==> config.mk <==
export PLATFORM = sky130hd
export DESIGN_NAME = nmea_vtg_sentence_parser_top
export DESIGN_NICKNAME = d
export VERILOG_FILES = /design/src/nvtg_pkg.sv /design/src/nvtg_front.sv /design/src/nvtg_back.sv /design/src/nmea_vtg_sentence_parser_top.sv
export SDC_FILE = /design/constraint.sdc
export NUM_CORES = 1
export LEC_CHECK = 0
export BUFFER_PORTS_ARGS = -buffer_cell sky130_fd_sc_hd__buf_2
export CAP_MARGIN = 20
export CORE_MARGIN = 4
export CORE_UTILIZATION = 40
export CTS_BUF_LIST = sky130_fd_sc_hd__clkbuf_2 sky130_fd_sc_hd__clkbuf_4 sky130_fd_sc_hd__clkbuf_8
export CTS_CLUSTER_DIAMETER = 100
export CTS_CLUSTER_SIZE = 25
export DETAILED_ROUTE_END_ITERATION = 10
export PLACE_DENSITY = 0.62
export SETUP_SLACK_MARGIN = 0.15
export SLEW_MARGIN = 20
export SYNTH_ARGS = -nofsm -noshare
export SYNTH_HDL_FRONTEND = slang
export SYNTH_SLANG_ARGS = --single-unit
==> constraint.sdc <==
create_clock -name clk -period 17.2 [get_ports clk]
set_input_delay 3.44 -clock clk [delete_from_list [all_inputs] [get_ports clk]]
set_output_delay 3.44 -clock clk [all_outputs]
set_load 0.01 [all_outputs]
==> src/nvtg_pkg.sv <==
package nvtg_pkg;

  // Field widths
  localparam int CHAR_W = 8;
  localparam int NUM_W  = 20;
  localparam int TOK_W  = 4;
  localparam int CIT_W  = 7;
  localparam int HEX_W  = 4;

  // Defaults for the top-level parameters
  localparam int LINE_MAX_DEF        = 99;
  localparam int FRACTION_DIGITS_DEF = 3;

  localparam logic [NUM_W-1:0] NUM_MAX = '1;
  localparam logic [CIT_W-1:0] CIT_MAX = '1;

  // Token positions within a sentence
  localparam logic [TOK_W-1:0] TOK_HEAD   = 4'd0;
  localparam logic [TOK_W-1:0] TOK_COURSE = 4'd1;
  localparam logic [TOK_W-1:0] TOK_TRUE   = 4'd2;
  localparam logic [TOK_W-1:0] TOK_MAG    = 4'd3;
  localparam logic [TOK_W-1:0] TOK_SPEED  = 4'd4;
  localparam logic [TOK_W-1:0] TOK_KNOTS  = 4'd5;
  localparam logic [TOK_W-1:0] TOK_ANY    = 4'd6;
  localparam logic [TOK_W-1:0] TOK_UNIT   = 4'd7;
  localparam logic [TOK_W-1:0] TOK_LAST   = 4'd8;
  localparam logic [TOK_W-1:0] TOK_DONE   = 4'd9;

  // Characters of interest
  localparam logic [CHAR_W-1:0] CH_NL    = 8'h0A;
  localparam logic [CHAR_W-1:0] CH_COMMA = 8'h2C;
  localparam logic [CHAR_W-1:0] CH_STAR  = 8'h2A;
  localparam logic [CHAR_W-1:0] CH_POINT = 8'h2E;
  localparam logic [CHAR_W-1:0] CH_A     = 8'h41;
  localparam logic [CHAR_W-1:0] CH_ZERO  = 8'h30;
  localparam logic [CHAR_W-1:0] CH_NINE  = 8'h39;
  localparam logic [CHAR_W-1:0] CH_UA    = 8'h41;
  localparam logic [CHAR_W-1:0] CH_UF    = 8'h46;
  localparam logic [CHAR_W-1:0] CH_LA    = 8'h61;
  localparam logic [CHAR_W-1:0] CH_LF    = 8'h66;

  // One classified character, handed from front to back
  typedef struct packed {
    logic [CHAR_W-1:0] ch;
    logic              is_digit;
    logic              is_point;
    logic              is_comma;
    logic              is_star;
    logic              is_nl;
    logic              is_hex;
    logic [HEX_W-1:0]  hex_val;
  } char_item_t;

  // Length of each fixed-text token
  function automatic logic [2:0] token_len(input logic [TOK_W-1:0] t);
    logic [2:0] r;
    case (t)
      TOK_HEAD:  r = 3'd6;
      TOK_TRUE:  r = 3'd1;
      TOK_MAG:   r = 3'd1;
      TOK_KNOTS: r = 3'd1;
      TOK_UNIT:  r = 3'd1;
      default:   r = 3'd0;
    endcase
    return r;
  endfunction

  // Expected character of a fixed-text token at a position
  function automatic logic [CHAR_W-1:0] token_char(input logic [TOK_W-1:0] t,
                                                   input logic [2:0] p);
    logic [CHAR_W-1:0] r;
    r = '0;
    case (t)
      TOK_HEAD: begin
        case (p)
          3'd0:    r = 8'h24; // $
          3'd1:    r = 8'h47; // G
          3'd2:    r = 8'h50; // P
          3'd3:    r = 8'h56; // V
          3'd4:    r = 8'h54; // T
          3'd5:    r = 8'h47; // G
          default: r = '0;
        endcase
      end
      TOK_TRUE:  r = 8'h54; // T
      TOK_MAG:   r = 8'h4D; // M
      TOK_KNOTS: r = 8'h4E; // N
      TOK_UNIT:  r = 8'h4B; // K
      default:   r = '0;
    endcase
    return r;
  endfunction

  // Powers of ten for digit weights
  function automatic logic [9:0] pow_ten(input logic [1:0] e);
    logic [9:0] r;
    case (e)
      2'd0:    r = 10'd1;
      2'd1:    r = 10'd10;
      2'd2:    r = 10'd100;
      2'd3:    r = 10'd1000;
      default: r = 10'd1;
    endcase
    return r;
  endfunction

endpackage

==> src/nvtg_front.sv <==
module nvtg_front (
  input  logic                clk,
  input  logic                rst_n,
  input  logic                in_valid,
  output logic                in_ready,
  input  logic [7:0]          in_rx_char,
  output logic                head_valid,
  output nvtg_pkg::char_item_t head_item,
  input  logic                head_pop
);

  nvtg_pkg::char_item_t cls;
  nvtg_pkg::char_item_t q_mem [2];
  logic [1:0] cnt_r, cnt_nxt;
  logic       wr_ptr_r, wr_ptr_nxt;
  logic       rd_ptr_r, rd_ptr_nxt;
  logic       push, pop;

  // Classify the incoming character
  always_comb begin
    cls          = '0;
    cls.ch       = in_rx_char;
    cls.is_digit = (in_rx_char >= nvtg_pkg::CH_ZERO) && (in_rx_char <= nvtg_pkg::CH_NINE);
    cls.is_point = (in_rx_char == nvtg_pkg::CH_POINT);
    cls.is_comma = (in_rx_char == nvtg_pkg::CH_COMMA);
    cls.is_star  = (in_rx_char == nvtg_pkg::CH_STAR);
    cls.is_nl    = (in_rx_char == nvtg_pkg::CH_NL);
    if (cls.is_digit) begin
      cls.is_hex  = 1'b1;
      cls.hex_val = 4'(in_rx_char - nvtg_pkg::CH_ZERO);
    end else if ((in_rx_char >= nvtg_pkg::CH_UA) && (in_rx_char <= nvtg_pkg::CH_UF)) begin
      cls.is_hex  = 1'b1;
      cls.hex_val = 4'(in_rx_char - nvtg_pkg::CH_UA + 8'd10);
    end else if ((in_rx_char >= nvtg_pkg::CH_LA) && (in_rx_char <= nvtg_pkg::CH_LF)) begin
      cls.is_hex  = 1'b1;
      cls.hex_val = 4'(in_rx_char - nvtg_pkg::CH_LA + 8'd10);
    end
  end

  // Two-entry queue between front and back
  assign in_ready   = (cnt_r != 2'd2);
  assign push       = in_valid && in_ready;
  assign head_valid = (cnt_r != 2'd0);
  assign pop        = head_valid && head_pop;
  assign head_item  = q_mem[rd_ptr_r];

  always_comb begin
    cnt_nxt    = cnt_r + 2'(push) - 2'(pop);
    wr_ptr_nxt = push ? ~wr_ptr_r : wr_ptr_r;
    rd_ptr_nxt = pop ? ~rd_ptr_r : rd_ptr_r;
  end

  always_ff @(posedge clk) begin
    if (push) begin
      q_mem[wr_ptr_r] <= cls;
    end
  end

  always_ff @(posedge clk) begin
    if (!rst_n) begin
      cnt_r    <= '0;
      wr_ptr_r <= 1'b0;
      rd_ptr_r <= 1'b0;
    end else begin
      cnt_r    <= cnt_nxt;
      wr_ptr_r <= wr_ptr_nxt;
      rd_ptr_r <= rd_ptr_nxt;
    end
  end

endmodule

==> src/nvtg_back.sv <==
module nvtg_back #(
  parameter int LINE_MAX        = nvtg_pkg::LINE_MAX_DEF,
  parameter int FRACTION_DIGITS = nvtg_pkg::FRACTION_DIGITS_DEF
) (
  input  logic                 clk,
  input  logic                 rst_n,
  input  logic                 head_valid,
  input  nvtg_pkg::char_item_t head_item,
  output logic                 head_pop,
  output logic                 out_valid,
  input  logic                 out_ready,
  output logic                 out_sentence_ok,
  output logic [19:0]          out_course_milli_deg,
  output logic [19:0]          out_speed_milli_knots
);

  localparam int LEN_W = $clog2(LINE_MAX + 2);
  localparam logic [LEN_W-1:0] LINE_MAX_L = LEN_W'(LINE_MAX);
  localparam logic [1:0]       FD_L       = 2'(FRACTION_DIGITS);

  // Line parse state
  logic [LEN_W-1:0]           len_r, len_nxt;
  logic [nvtg_pkg::TOK_W-1:0] tok_r, tok_nxt;
  logic [nvtg_pkg::CIT_W-1:0] cit_r, cit_nxt;
  logic [7:0]                 xor_r, xor_nxt;
  logic                       past_star_r, past_star_nxt;
  logic                       failed_r, failed_nxt;
  logic [nvtg_pkg::NUM_W-1:0] acc_r, acc_nxt;
  logic [1:0]                 fdig_r, fdig_nxt;
  logic [1:0]                 seen_r, seen_nxt;
  logic [nvtg_pkg::NUM_W-1:0] course_r, course_nxt;
  logic [nvtg_pkg::NUM_W-1:0] speed_r, speed_nxt;
  logic [7:0]                 rsum_r, rsum_nxt;

  // Result register
  logic                       out_valid_r, out_valid_nxt;
  logic                       ok_r, ok_nxt;
  logic [nvtg_pkg::NUM_W-1:0] ocourse_r, ocourse_nxt;
  logic [nvtg_pkg::NUM_W-1:0] ospeed_r, ospeed_nxt;

  // Datapath temporaries
  logic [nvtg_pkg::CHAR_W-1:0] c;
  logic                        first;
  logic                        numeric;
  logic [3:0]                  dig;
  logic [1:0]                  frac_exp;
  logic [24:0]                 int_sum;
  logic [20:0]                 frac_sum;
  logic [2:0]                  tlen;
  logic                        ok;

  assign c        = head_item.ch;
  assign dig      = c[3:0];
  assign frac_exp = FD_L - 2'd1 - fdig_r;
  assign int_sum  = 25'(acc_r) * 25'd10 + 25'(dig) * 25'(nvtg_pkg::pow_ten(FD_L));
  assign frac_sum = 21'(acc_r) + 21'(14'(dig) * 14'(nvtg_pkg::pow_ten(frac_exp)));
  assign tlen     = nvtg_pkg::token_len(tok_r);
  assign numeric  = (tok_r == nvtg_pkg::TOK_COURSE) || (tok_r == nvtg_pkg::TOK_SPEED);
  assign first    = (len_r == '0);

  // Stall a newline only while an untaken result sits in the output register
  assign head_pop = head_valid && (!head_item.is_nl || !out_valid_r || out_ready);

  always_comb begin
    len_nxt       = len_r;
    tok_nxt       = tok_r;
    cit_nxt       = cit_r;
    xor_nxt       = xor_r;
    past_star_nxt = past_star_r;
    failed_nxt    = failed_r;
    acc_nxt       = acc_r;
    fdig_nxt      = fdig_r;
    seen_nxt      = seen_r;
    course_nxt    = course_r;
    speed_nxt     = speed_r;
    rsum_nxt      = rsum_r;
    out_valid_nxt = out_valid_r && !out_ready;
    ok_nxt        = ok_r;
    ocourse_nxt   = ocourse_r;
    ospeed_nxt    = ospeed_r;
    ok            = 1'b0;

    if (head_pop) begin
      // Count line length, fail long lines
      if (len_r <= LINE_MAX_L) begin
        len_nxt = len_r + 1'b1;
      end
      if (len_nxt > LINE_MAX_L) begin
        failed_nxt = 1'b1;
      end

      // Checksum covers everything after the first character up to the star
      if (head_item.is_star) begin
        past_star_nxt = 1'b1;
      end else if (!first && !past_star_r) begin
        xor_nxt = xor_r ^ c;
      end

      if (head_item.is_comma) begin
        // Close a non-empty token; empty ones vanish
        if (cit_r != '0) begin
          if (numeric) begin
            if (!seen_r[0]) begin
              failed_nxt = 1'b1;
            end else if (tok_r == nvtg_pkg::TOK_COURSE) begin
              course_nxt = acc_r;
            end else begin
              speed_nxt = acc_r;
            end
          end else if ((tok_r <= nvtg_pkg::TOK_UNIT) && (tok_r != nvtg_pkg::TOK_ANY)) begin
            if (cit_r != nvtg_pkg::CIT_W'(tlen)) begin
              failed_nxt = 1'b1;
            end
          end
          if (tok_r < nvtg_pkg::TOK_DONE) begin
            tok_nxt = tok_r + 1'b1;
          end
          cit_nxt  = '0;
          acc_nxt  = '0;
          fdig_nxt = '0;
          seen_nxt = '0;
        end
      end else begin
        // Check the character against its token
        if (tok_r > nvtg_pkg::TOK_LAST) begin
          failed_nxt = 1'b1;
        end else if (numeric) begin
          if (head_item.is_digit) begin
            if (!seen_r[1]) begin
              acc_nxt = (int_sum > 25'(nvtg_pkg::NUM_MAX)) ? nvtg_pkg::NUM_MAX
                                                          : int_sum[19:0];
            end else if (fdig_r < FD_L) begin
              acc_nxt  = (frac_sum > 21'(nvtg_pkg::NUM_MAX)) ? nvtg_pkg::NUM_MAX
                                                            : frac_sum[19:0];
              fdig_nxt = fdig_r + 1'b1;
            end
            seen_nxt[0] = 1'b1;
          end else if (head_item.is_point && !seen_r[1]) begin
            seen_nxt[1] = 1'b1;
          end else begin
            failed_nxt = 1'b1;
          end
        end else if (tok_r == nvtg_pkg::TOK_LAST) begin
          if (cit_r == 7'd0) begin
            if (c != nvtg_pkg::CH_A) failed_nxt = 1'b1;
          end else if (cit_r == 7'd1) begin
            if (!head_item.is_star) failed_nxt = 1'b1;
          end else if (cit_r <= 7'd3) begin
            if (!head_item.is_hex) begin
              failed_nxt = 1'b1;
            end else begin
              rsum_nxt = {rsum_r[3:0], head_item.hex_val};
            end
          end
        end else if (tok_r != nvtg_pkg::TOK_ANY) begin
          if ((cit_r >= nvtg_pkg::CIT_W'(tlen))
              || (nvtg_pkg::token_char(tok_r, cit_r[2:0]) != c)) begin
            failed_nxt = 1'b1;
          end
        end
        if (cit_r < nvtg_pkg::CIT_MAX) begin
          cit_nxt = cit_r + 1'b1;
        end

        // Newline ends the line: report and start over
        if (head_item.is_nl) begin
          ok = !failed_nxt && (tok_r == nvtg_pkg::TOK_LAST) && (cit_nxt >= 7'd5)
               && (rsum_nxt == xor_nxt);
          out_valid_nxt = 1'b1;
          ok_nxt        = ok;
          ocourse_nxt   = ok ? course_r : '0;
          ospeed_nxt    = ok ? speed_r : '0;
          len_nxt       = '0;
          tok_nxt       = nvtg_pkg::TOK_HEAD;
          cit_nxt       = '0;
          xor_nxt       = '0;
          past_star_nxt = 1'b0;
          failed_nxt    = 1'b0;
          acc_nxt       = '0;
          fdig_nxt      = '0;
          seen_nxt      = '0;
          course_nxt    = '0;
          speed_nxt     = '0;
          rsum_nxt      = '0;
        end
      end
    end
  end

  // Hold result payload
  always_ff @(posedge clk) begin
    ok_r      <= ok_nxt;
    ocourse_r <= ocourse_nxt;
    ospeed_r  <= ospeed_nxt;
  end

  // Advance control and parse state
  always_ff @(posedge clk) begin
    if (!rst_n) begin
      out_valid_r <= 1'b0;
      len_r       <= '0;
      tok_r       <= nvtg_pkg::TOK_HEAD;
      cit_r       <= '0;
      xor_r       <= '0;
      past_star_r <= 1'b0;
      failed_r    <= 1'b0;
      acc_r       <= '0;
      fdig_r      <= '0;
      seen_r      <= '0;
      course_r    <= '0;
      speed_r     <= '0;
      rsum_r      <= '0;
    end else begin
      out_valid_r <= out_valid_nxt;
      len_r       <= len_nxt;
      tok_r       <= tok_nxt;
      cit_r       <= cit_nxt;
      xor_r       <= xor_nxt;
      past_star_r <= past_star_nxt;
      failed_r    <= failed_nxt;
      acc_r       <= acc_nxt;
      fdig_r      <= fdig_nxt;
      seen_r      <= seen_nxt;
      course_r    <= course_nxt;
      speed_r     <= speed_nxt;
      rsum_r      <= rsum_nxt;
    end
  end

  assign out_valid             = out_valid_r;
  assign out_sentence_ok       = ok_r;
  assign out_course_milli_deg  = ocourse_r;
  assign out_speed_milli_knots = ospeed_r;

endmodule

==> src/nmea_vtg_sentence_parser_top.sv <==
// Channel  | Handshake            | Payload
// ---------+----------------------+-------------------------------------------------
// input    | in_valid / in_ready  | in_rx_char[7:0]
// result   | out_valid / out_ready| out_sentence_ok, out_course_milli_deg[19:0],
//          |                      | out_speed_milli_knots[19:0]
//
// One character is taken per cycle while in_ready is high; the back-end parser
// handles one character per cycle out of a two-entry queue unless a newline stalls.
// A newline's result is registered: the newline is written into the queue, popped
// by the parser, and its result then loaded into the output register behind out_valid.
// Reset is synchronous, active low, and clears the queue, parser and result valid.
// A newline waits in the queue only while the previous result is not yet taken;
// other characters keep flowing, and the queue fills before in_ready drops.
module nmea_vtg_sentence_parser_top #(
  parameter int LINE_MAX        = nvtg_pkg::LINE_MAX_DEF,
  parameter int FRACTION_DIGITS = nvtg_pkg::FRACTION_DIGITS_DEF
) (
  input  logic        clk,
  input  logic        rst_n,
  input  logic        in_valid,
  output logic        in_ready,
  input  logic [7:0]  in_rx_char,
  output logic        out_valid,
  input  logic        out_ready,
  output logic        out_sentence_ok,
  output logic [19:0] out_course_milli_deg,
  output logic [19:0] out_speed_milli_knots
);

  logic                 head_valid;
  logic                 head_pop;
  nvtg_pkg::char_item_t head_item;

  nvtg_front u_front (
    .clk        (clk),
    .rst_n      (rst_n),
    .in_valid   (in_valid),
    .in_ready   (in_ready),
    .in_rx_char (in_rx_char),
    .head_valid (head_valid),
    .head_item  (head_item),
    .head_pop   (head_pop)
  );

  nvtg_back #(
    .LINE_MAX        (LINE_MAX),
    .FRACTION_DIGITS (FRACTION_DIGITS)
  ) u_back (
    .clk                   (clk),
    .rst_n                 (rst_n),
    .head_valid            (head_valid),
    .head_item             (head_item),
    .head_pop              (head_pop),
    .out_valid             (out_valid),
    .out_ready             (out_ready),
    .out_sentence_ok       (out_sentence_ok),
    .out_course_milli_deg  (out_course_milli_deg),
    .out_speed_milli_knots (out_speed_milli_knots)
  );

endmodule
==> results of run 1 <==
-- power by group through the flow --
stage          clock network [mW]  registers [mW]  logic, mW
3_3_place_gp                    0           0.532      0.899
5_1_grt                     0.324           0.526       1.04
4_1_cts                     0.304           0.523      0.920
6_report                    0.297           0.522      0.919
2_1_floorplan                   0           0.537      0.675
3_5_place_dp                    0           0.533      0.913
-- metrics by stage --
step                cell area [sq um]  cells  hold slack, ps  total power [mW]
detailed placement              13300   1799             442              1.45
global placement                13300   1799             438              1.43
floorplan                       12600   1386             432              1.21
CTS                             13600   1831             456              1.75
global route                    13700   1833             476              1.89
finish                          13700   1833             453              1.74
-- registers in the layout (all words and copies together), names as in the netlist, 2 cells and up, named ones only --
name,cells
u_back.course_r,20
u_front.q_mem,36
u_back.cit_r,7
u_back.seen_r,2
u_back.fdig_r,2
u_back.len_r,7
u_back.xor_r,8
u_back.out_speed_milli_knots,20
u_front.cnt_r,2
u_back.tok_r,4
u_back.out_course_milli_deg,20
u_back.rsum_r,8
u_back.acc_r,20
u_back.speed_r,20
-- metal layers --
metal	share of wire	up-vias	global-route usage
met5	0	-	0
met4	0.029	0	0.0659
met3	0.038	43	0.0326
met2	0.48	197	0.302
met1	0.46	4661	0.237
li1	-	4976	-
-- Yosys cell counts, drive strengths merged (30+ instances only) --
master,number
and2,58
edfxtp,77
inv,112
fa,32
ha,117
xor2,30
nand2,108
nor2,132
dfxtp,106
nand3,62
a21oi,115
clkbuf,40
o21ai,60
xnor2,41
-- worst paths after layout --
check	startpoint	end	slack [ps]	depth (start not counted)
worst max register to register	flip-flop	u_back.acc_r[15]	9920	22
worst min register to register	u_back.speed_r[11]	u_back.speed_r[11]	450	2
worst max-delay path	flip-flop	u_back.acc_r[15]	9920	22
worst min-delay path	u_back.speed_r[11]	u_back.speed_r[11]	450	2
-- kinds of logic after synthesis --
kind of cell	count (synthesis)	synth area share
AO/OA/AOI/OAI	325	0.168
flip-flops	183	0.351
AND/OR/NAND/NOR	463	0.185
multiplexers	31	0.0261
buffers and inverters	164	0.0534
XOR/XNOR	71	0.0493
adder cells (fa/ha/maj)	149	0.167
-- critical path, stage by stage (launching register included) --
cell	delay [ps]
sky130_fd_sc_hd__dfxtp_1	320
sky130_fd_sc_hd__buf_4	320
sky130_fd_sc_hd__mux2i_2	600
sky130_fd_sc_hd__inv_1	350
sky130_fd_sc_hd__fa_1	700
sky130_fd_sc_hd__inv_1	90
sky130_fd_sc_hd__fa_1	530
sky130_fd_sc_hd__inv_1	40
sky130_fd_sc_hd__ha_1	320
sky130_fd_sc_hd__a21oi_1	230
sky130_fd_sc_hd__o21bai_1	100
sky130_fd_sc_hd__a21oi_1	220
sky130_fd_sc_hd__o21ai_0	100
sky130_fd_sc_hd__a21oi_1	200
sky130_fd_sc_hd__xnor2_1	190
sky130_fd_sc_hd__ha_1	340
sky130_fd_sc_hd__and2_1	210
sky130_fd_sc_hd__a31o_2	220
sky130_fd_sc_hd__a311oi_1	440
sky130_fd_sc_hd__o21ai_0	280
sky130_fd_sc_hd__o41ai_4	680
sky130_fd_sc_hd__nand3_4	270
sky130_fd_sc_hd__o311a_1	420
-- area by class of cell --
class                   instances  share of cell area
inverters                     112              0.0307
clock inverters                13             0.00960
flip-flops and latches        183               0.324
well taps                     396              0.0362
repair buffers                 71              0.0306
multi-input cells            1039               0.550
clock buffers                  19              0.0191
==> results by group, run 1 <==
Status
  • Run status: finished, final reports clean

STA
  • Minimum period implied by the final worst setup slack: 7280 ps
  • Crit share post-route: 0.424
  • Setup repair after global routing missed its margin: no
  • Slew @ Worst Pin: 856 ps
  • Slew Limit Fails: 0
  • Relative slew margins: 0.429
  • Total count of hold-check failures in the final report: 0
  • Worst setup margin: 9920 ps
  • Fin Clk Skew: 19.7 ps
  • Setup Total Neg Slack: 0 ps
  • Highest clock rate: 137 MHz
  • Number of setup violations in the final report: 0

Clock tree
  • Post-CTS setup buffer count: 0
  • Clock sink count: 183
  • CTS max path bufs: 2
  • Clock root buffer master: sky130_fd_sc_hd__clkbuf_8
  • Clock insertion delay at the later pin of the skew report: 500 ps
  • CTS resizes: 0
  • Clock transition at the registers of the reported paths: 100 ps
  • Number of buffers inserted for hold repair after clock tree synthesis: 0
  • CTS Buf Count: 17
  • Number of levels the H-tree was split into: 4
  • TritonCTS clock tree: yes

Global route
  • Number of antenna violations at the first check in global routing: 0
  • First-pass GRT wire length: 49.8 mm
  • Remaining Overflow, GRT: 0
  • Pin count of the biggest net entering global routing: 78
  • Via count of the first global-routing pass: 9444
  • All-layer global routing usage: 0.181

Detailed routing
  • DRC marker count from the first detailed-route iteration: 587
  • Wire per inst: 16.7 um
  • Via count: 9877
  • Wire length after detailed routing: 30.6 mm
  • Antenna viol nets, final: 0
  • Via-per-instance ratio: 5.39
  • Number of detailed-routing iterations run before antenna repair: 5
  • Total DRC errors in the routed layout: 0

Layout
  • Layout net count: 1585
  • Top library cells by usage in the layout, fill and taps aside: 126 x sky130_fd_sc_hd__nor2_1, 117 x sky130_fd_sc_hd__ha_1, 114 x sky130_fd_sc_hd__a21oi_1, 109 x sky130_fd_sc_hd__inv_1, 108 x sky130_fd_sc_hd__nand2_1
  • Fill cell total of the finished layout: 3039
  • Area occupied by multi-input gates: 7520 sq um
  • Final Core Density: 0.444
  • Ant. Diodes: 0
  • Fraction of final layout cells sized beyond drive strength 1: 0.0960
  • Leading cell type in the layout, fill and taps excluded: sky130_fd_sc_hd__nor2_1
  • Area added between synthesis and finish: 8.40%
  • Storage element area: 4430 sq um

Power
  • Net switching power of the design: 766 uW
  • Combinational Power Share: 0.529
  • Power share of the clock group: 0.171
  • Sequential share of power: 0.300
  • Power density over the cells: 127 nW/um^2
  • Internal power component: 972 uW
  • Fraction of power spent switching nets: 0.441
  • IR drop worst, VDD: 0.0697 mV
  • Leakage: 5.78 nW

Floorplan
  • Area enclosed by the die boundary: 34500 sq um
  • Effective utilization at floorplan: 0.409
  • Core outline area: 30800 sq um
  • Height of the chip: 186 um
  • Boundary Pins: 55
  • Row count: 64
  • X dimension of the die: 186 um

Yosys
  • Yosys top cell by area: sky130_fd_sc_hd__edfxtp_1
  • Synthesized area divided by synthesized cell count: 9.10 sq um
  • Yosys top cell area share: 0.183
  • Top cells by area in the synthesized netlist: sky130_fd_sc_hd__edfxtp_1 18%, sky130_fd_sc_hd__dfxtp_1 17%, sky130_fd_sc_hd__ha_1 12%
  • Post-synthesis async set-or-reset flop share: 0
  • Total of flip-flops plus latches after synthesis: 183
  • Syn Std Cell Area: 12600 sq um
  • Cell count after synthesis: 1386
  • Number of synthesized flops with an enable pin: 77
  • Most common flop cell mapped by yosys: sky130_fd_sc_hd__dfxtp_1
  • Yosys Warn Count: 0
  • Number of distinct standard cells referenced by the synthesized netlist: 88
  • Sequential cell area fraction in the yosys report: 0.351
  • Synthesized net count: 1547

Place
  • Port bufs: 54
  • Sum of net half-perimeters after detailed placement: 23.3 mm
  • Pre-CTS setup slack: 9920 ps
  • Placer Congestion: 0.901

Setup path
  • Worst-path maximum fanout: 23
  • Arrival time at the worst endpoint: 7670 ps
  • Required arrival time at the worst endpoint: 17590 ps
  • Type of the worst setup path: reg -> reg
  • Crit end category: flip-flop
  • Critical path launch point type: flip-flop

Run
  • Max-cap violation count: 0

Worst hold path
  • Min-delay worst type: reg -> reg
Note: power is estimated with default switching activity, not from simulation.
==> run 2: changes to the inputs <==
--- a/config.mk
+++ b/config.mk
@@ -13,7 +13,7 @@
 export CTS_CLUSTER_DIAMETER = 100
 export CTS_CLUSTER_SIZE = 25
 export DETAILED_ROUTE_END_ITERATION = 10
-export PLACE_DENSITY = 0.62
+export PLACE_DENSITY = 0.64
 export SETUP_SLACK_MARGIN = 0.15
 export SLEW_MARGIN = 20
 export SYNTH_ARGS = -nofsm -noshare
==> constraint.sdc (replaced) <==
create_clock -name clk -period 6.55 [get_ports clk]
set_input_delay 1.31 -clock clk [delete_from_list [all_inputs] [get_ports clk]]
set_output_delay 1.31 -clock clk [all_outputs]
set_load 0.01 [all_outputs]
==> run 2 against run 1 <==
Power grew to 2.7 times the previous value. Flip-flop and latch count unchanged. Cell count rose by 0.27%. Cell area is 0.51% higher. Largest cell class unchanged. Largest power group unchanged.
==> results by group, run 2 (same netlist as run 1, synthesis figures left out) <==
Status
  • Run status: finished, final reports clean

Layout
  • Flip-flop count of the largest register after layout: 36
  • Area occupied by multi-input gates: 7540 sq um
  • Fill cell total of the finished layout: 3000
  • Largest reg by FF count: u_front.q_mem
  • Ant. Diodes: 0
  • Fraction of final layout cells sized beyond drive strength 1: 0.102
  • Top library cells by usage in the layout, fill and taps aside: 126 x sky130_fd_sc_hd__nor2_1, 117 x sky130_fd_sc_hd__ha_1, 114 x sky130_fd_sc_hd__a21oi_1, 109 x sky130_fd_sc_hd__inv_1, 108 x sky130_fd_sc_hd__nand2_1
  • Storage element area: 4440 sq um
  • Final Core Density: 0.446
  • Leading cell type in the layout, fill and taps excluded: sky130_fd_sc_hd__nor2_1
  • Number of non-filler instances in the completed layout: 1838
  • Layout net count: 1590
  • Area added between synthesis and finish: 8.95%

Detailed routing
  • Via count: 9985
  • Via-per-instance ratio: 5.43
  • Wire per inst: 16.7 um
  • DRC marker count from the first detailed-route iteration: 654
  • Wire length after detailed routing: 30.8 mm
  • Antenna viol nets, final: 0
  • Total DRC errors in the routed layout: 0
  • Number of detailed-routing iterations run before antenna repair: 5

Power
  • Leakage: 5.80 nW
  • Power density over the cells: 335 nW/um^2
  • IR drop worst, VDD: 0.188 mV

Place
  • Port bufs: 54
  • Dpl cells: 1805
  • Sum of net half-perimeters after detailed placement: 23.0 mm
  • Placer Congestion: 0.906

STA
  • Crit share post-route: 0.914
  • Slew @ Worst Pin: 992 ps
  • Relative slew margins: 0.336
  • Highest clock rate: 167 MHz
  • Fin Clk Skew: 16.3 ps
  • Slew Limit Fails: 0
  • Minimum period implied by the final worst setup slack: 5990 ps
  • Number of setup violations in the final report: 0
  • Setup repair after global routing missed its margin: no
  • Setup Total Neg Slack: 0 ps
  • Total count of hold-check failures in the final report: 0

Setup path
  • Crit end category: flip-flop
  • Worst-path maximum fanout: 12
  • Required arrival time at the worst endpoint: 6950 ps
  • Arrival time at the worst endpoint: 6390 ps
  • Type of the worst setup path: reg -> reg
  • Critical path launch point type: flip-flop

Floorplan
  • Row count: 64
  • X dimension of the die: 186 um
  • Core outline area: 30800 sq um
  • Area enclosed by the die boundary: 34500 sq um
  • Height of the chip: 186 um
  • Effective utilization at floorplan: 0.409
  • Boundary Pins: 55

Global route
  • All-layer global routing usage: 0.180
  • Number of antenna violations at the first check in global routing: 0
  • First-pass GRT wire length: 49.7 mm
  • Remaining Overflow, GRT: 0
  • Pin count of the biggest net entering global routing: 78
  • Via count of the first global-routing pass: 9394

Worst hold path
  • Min-delay worst type: reg -> reg

Clock tree
  • Clock sink count: 183
  • Clock root buffer master: sky130_fd_sc_hd__clkbuf_8
  • Number of buffers inserted for hold repair after clock tree synthesis: 0
  • TritonCTS clock tree: yes
  • CTS Buf Count: 17
  • CTS max path bufs: 2
  • Clock insertion delay at the later pin of the skew report: 510 ps
  • Number of levels the H-tree was split into: 4
  • Clock transition at the registers of the reported paths: 110 ps

Run
  • Max-cap violation count: 0
[run 2: metal layers]
| metal | track usage | vias up | share of wire |
|---|---|---|---|
| li1 | - | 4991 | - |
| met1 | 0.246 | 4736 | 0.47 |
| met2 | 0.303 | 225 | 0.48 |
| met3 | 0.0278 | 33 | 0.040 |
| met4 | 0.0437 | 0 | 0.015 |
| met5 | 0 | - | 0 |
[run 2: final cells by class]
cell class	instances	share of cell area
multi-input cells	1039	0.548
flip-flops and latches	183	0.323
well taps	396	0.0360
repair buffers	76	0.0331
inverters	112	0.0306
clock buffers	18	0.0176
clock inverters	14	0.0117
[run 2: critical path, stage by stage, from the launching register on]
cell	delay, ps
sky130_fd_sc_hd__dfxtp_2	460
sky130_fd_sc_hd__mux2i_2	280
sky130_fd_sc_hd__inv_2	80
sky130_fd_sc_hd__fa_2	640
sky130_fd_sc_hd__inv_1	80
sky130_fd_sc_hd__fa_1	530
sky130_fd_sc_hd__inv_1	40
sky130_fd_sc_hd__ha_1	330
sky130_fd_sc_hd__a21oi_1	220
sky130_fd_sc_hd__o21bai_1	90
sky130_fd_sc_hd__a21oi_1	210
sky130_fd_sc_hd__o21ai_0	110
sky130_fd_sc_hd__a21oi_1	190
sky130_fd_sc_hd__xnor2_1	170
sky130_fd_sc_hd__ha_1	340
sky130_fd_sc_hd__and2_1	220
sky130_fd_sc_hd__a31o_2	230
sky130_fd_sc_hd__a311oi_2	360
sky130_fd_sc_hd__o21ai_1	180
sky130_fd_sc_hd__o41ai_4	360
sky130_fd_sc_hd__buf_4	220
sky130_fd_sc_hd__nand3_4	170
sky130_fd_sc_hd__o311a_1	410
[run 2: power by group]
| group | switching, mW | internal, mW |
|---|---|---|
| combinational | 1.51 | 0.922 |
| sequential | 0.0662 | 1.32 |
| clock | 0.467 | 0.323 |
| total | 2.05 | 2.56 |
[run 2: repair_timing]
action	in CTS	in global routing
setup buffers	0	0
setup endpoints to repair	4	18
pin swaps	0	0
resized for setup	1	3
[run 2: worst paths after layout]
check                                        start                  to  slack [ps]  cells after the start
worst max-delay path                     flip-flop    u_back.acc_r[16]         560                     22
worst min-delay path            u_back.speed_r[17]  u_back.speed_r[17]         450                      2
worst max register to register           flip-flop    u_back.acc_r[16]         560                     22
worst min register to register  u_back.speed_r[17]  u_back.speed_r[17]         450                      2
[run 2: metrics by stage]
step / hold WS (ps) / setup WS, ps / total power, mW / area, sq um
finish: 454 / 564 / 4.61 / 13700
global route: 473 / 131 / 5.00 / 13700
CTS: 456 / 266 / 4.62 / 13700
detailed placement: 443 / 187 / 3.82 / 13300
global placement: 438 / 384 / 3.79 / 13300
floorplan: 432 / 171 / 3.19 / 12600
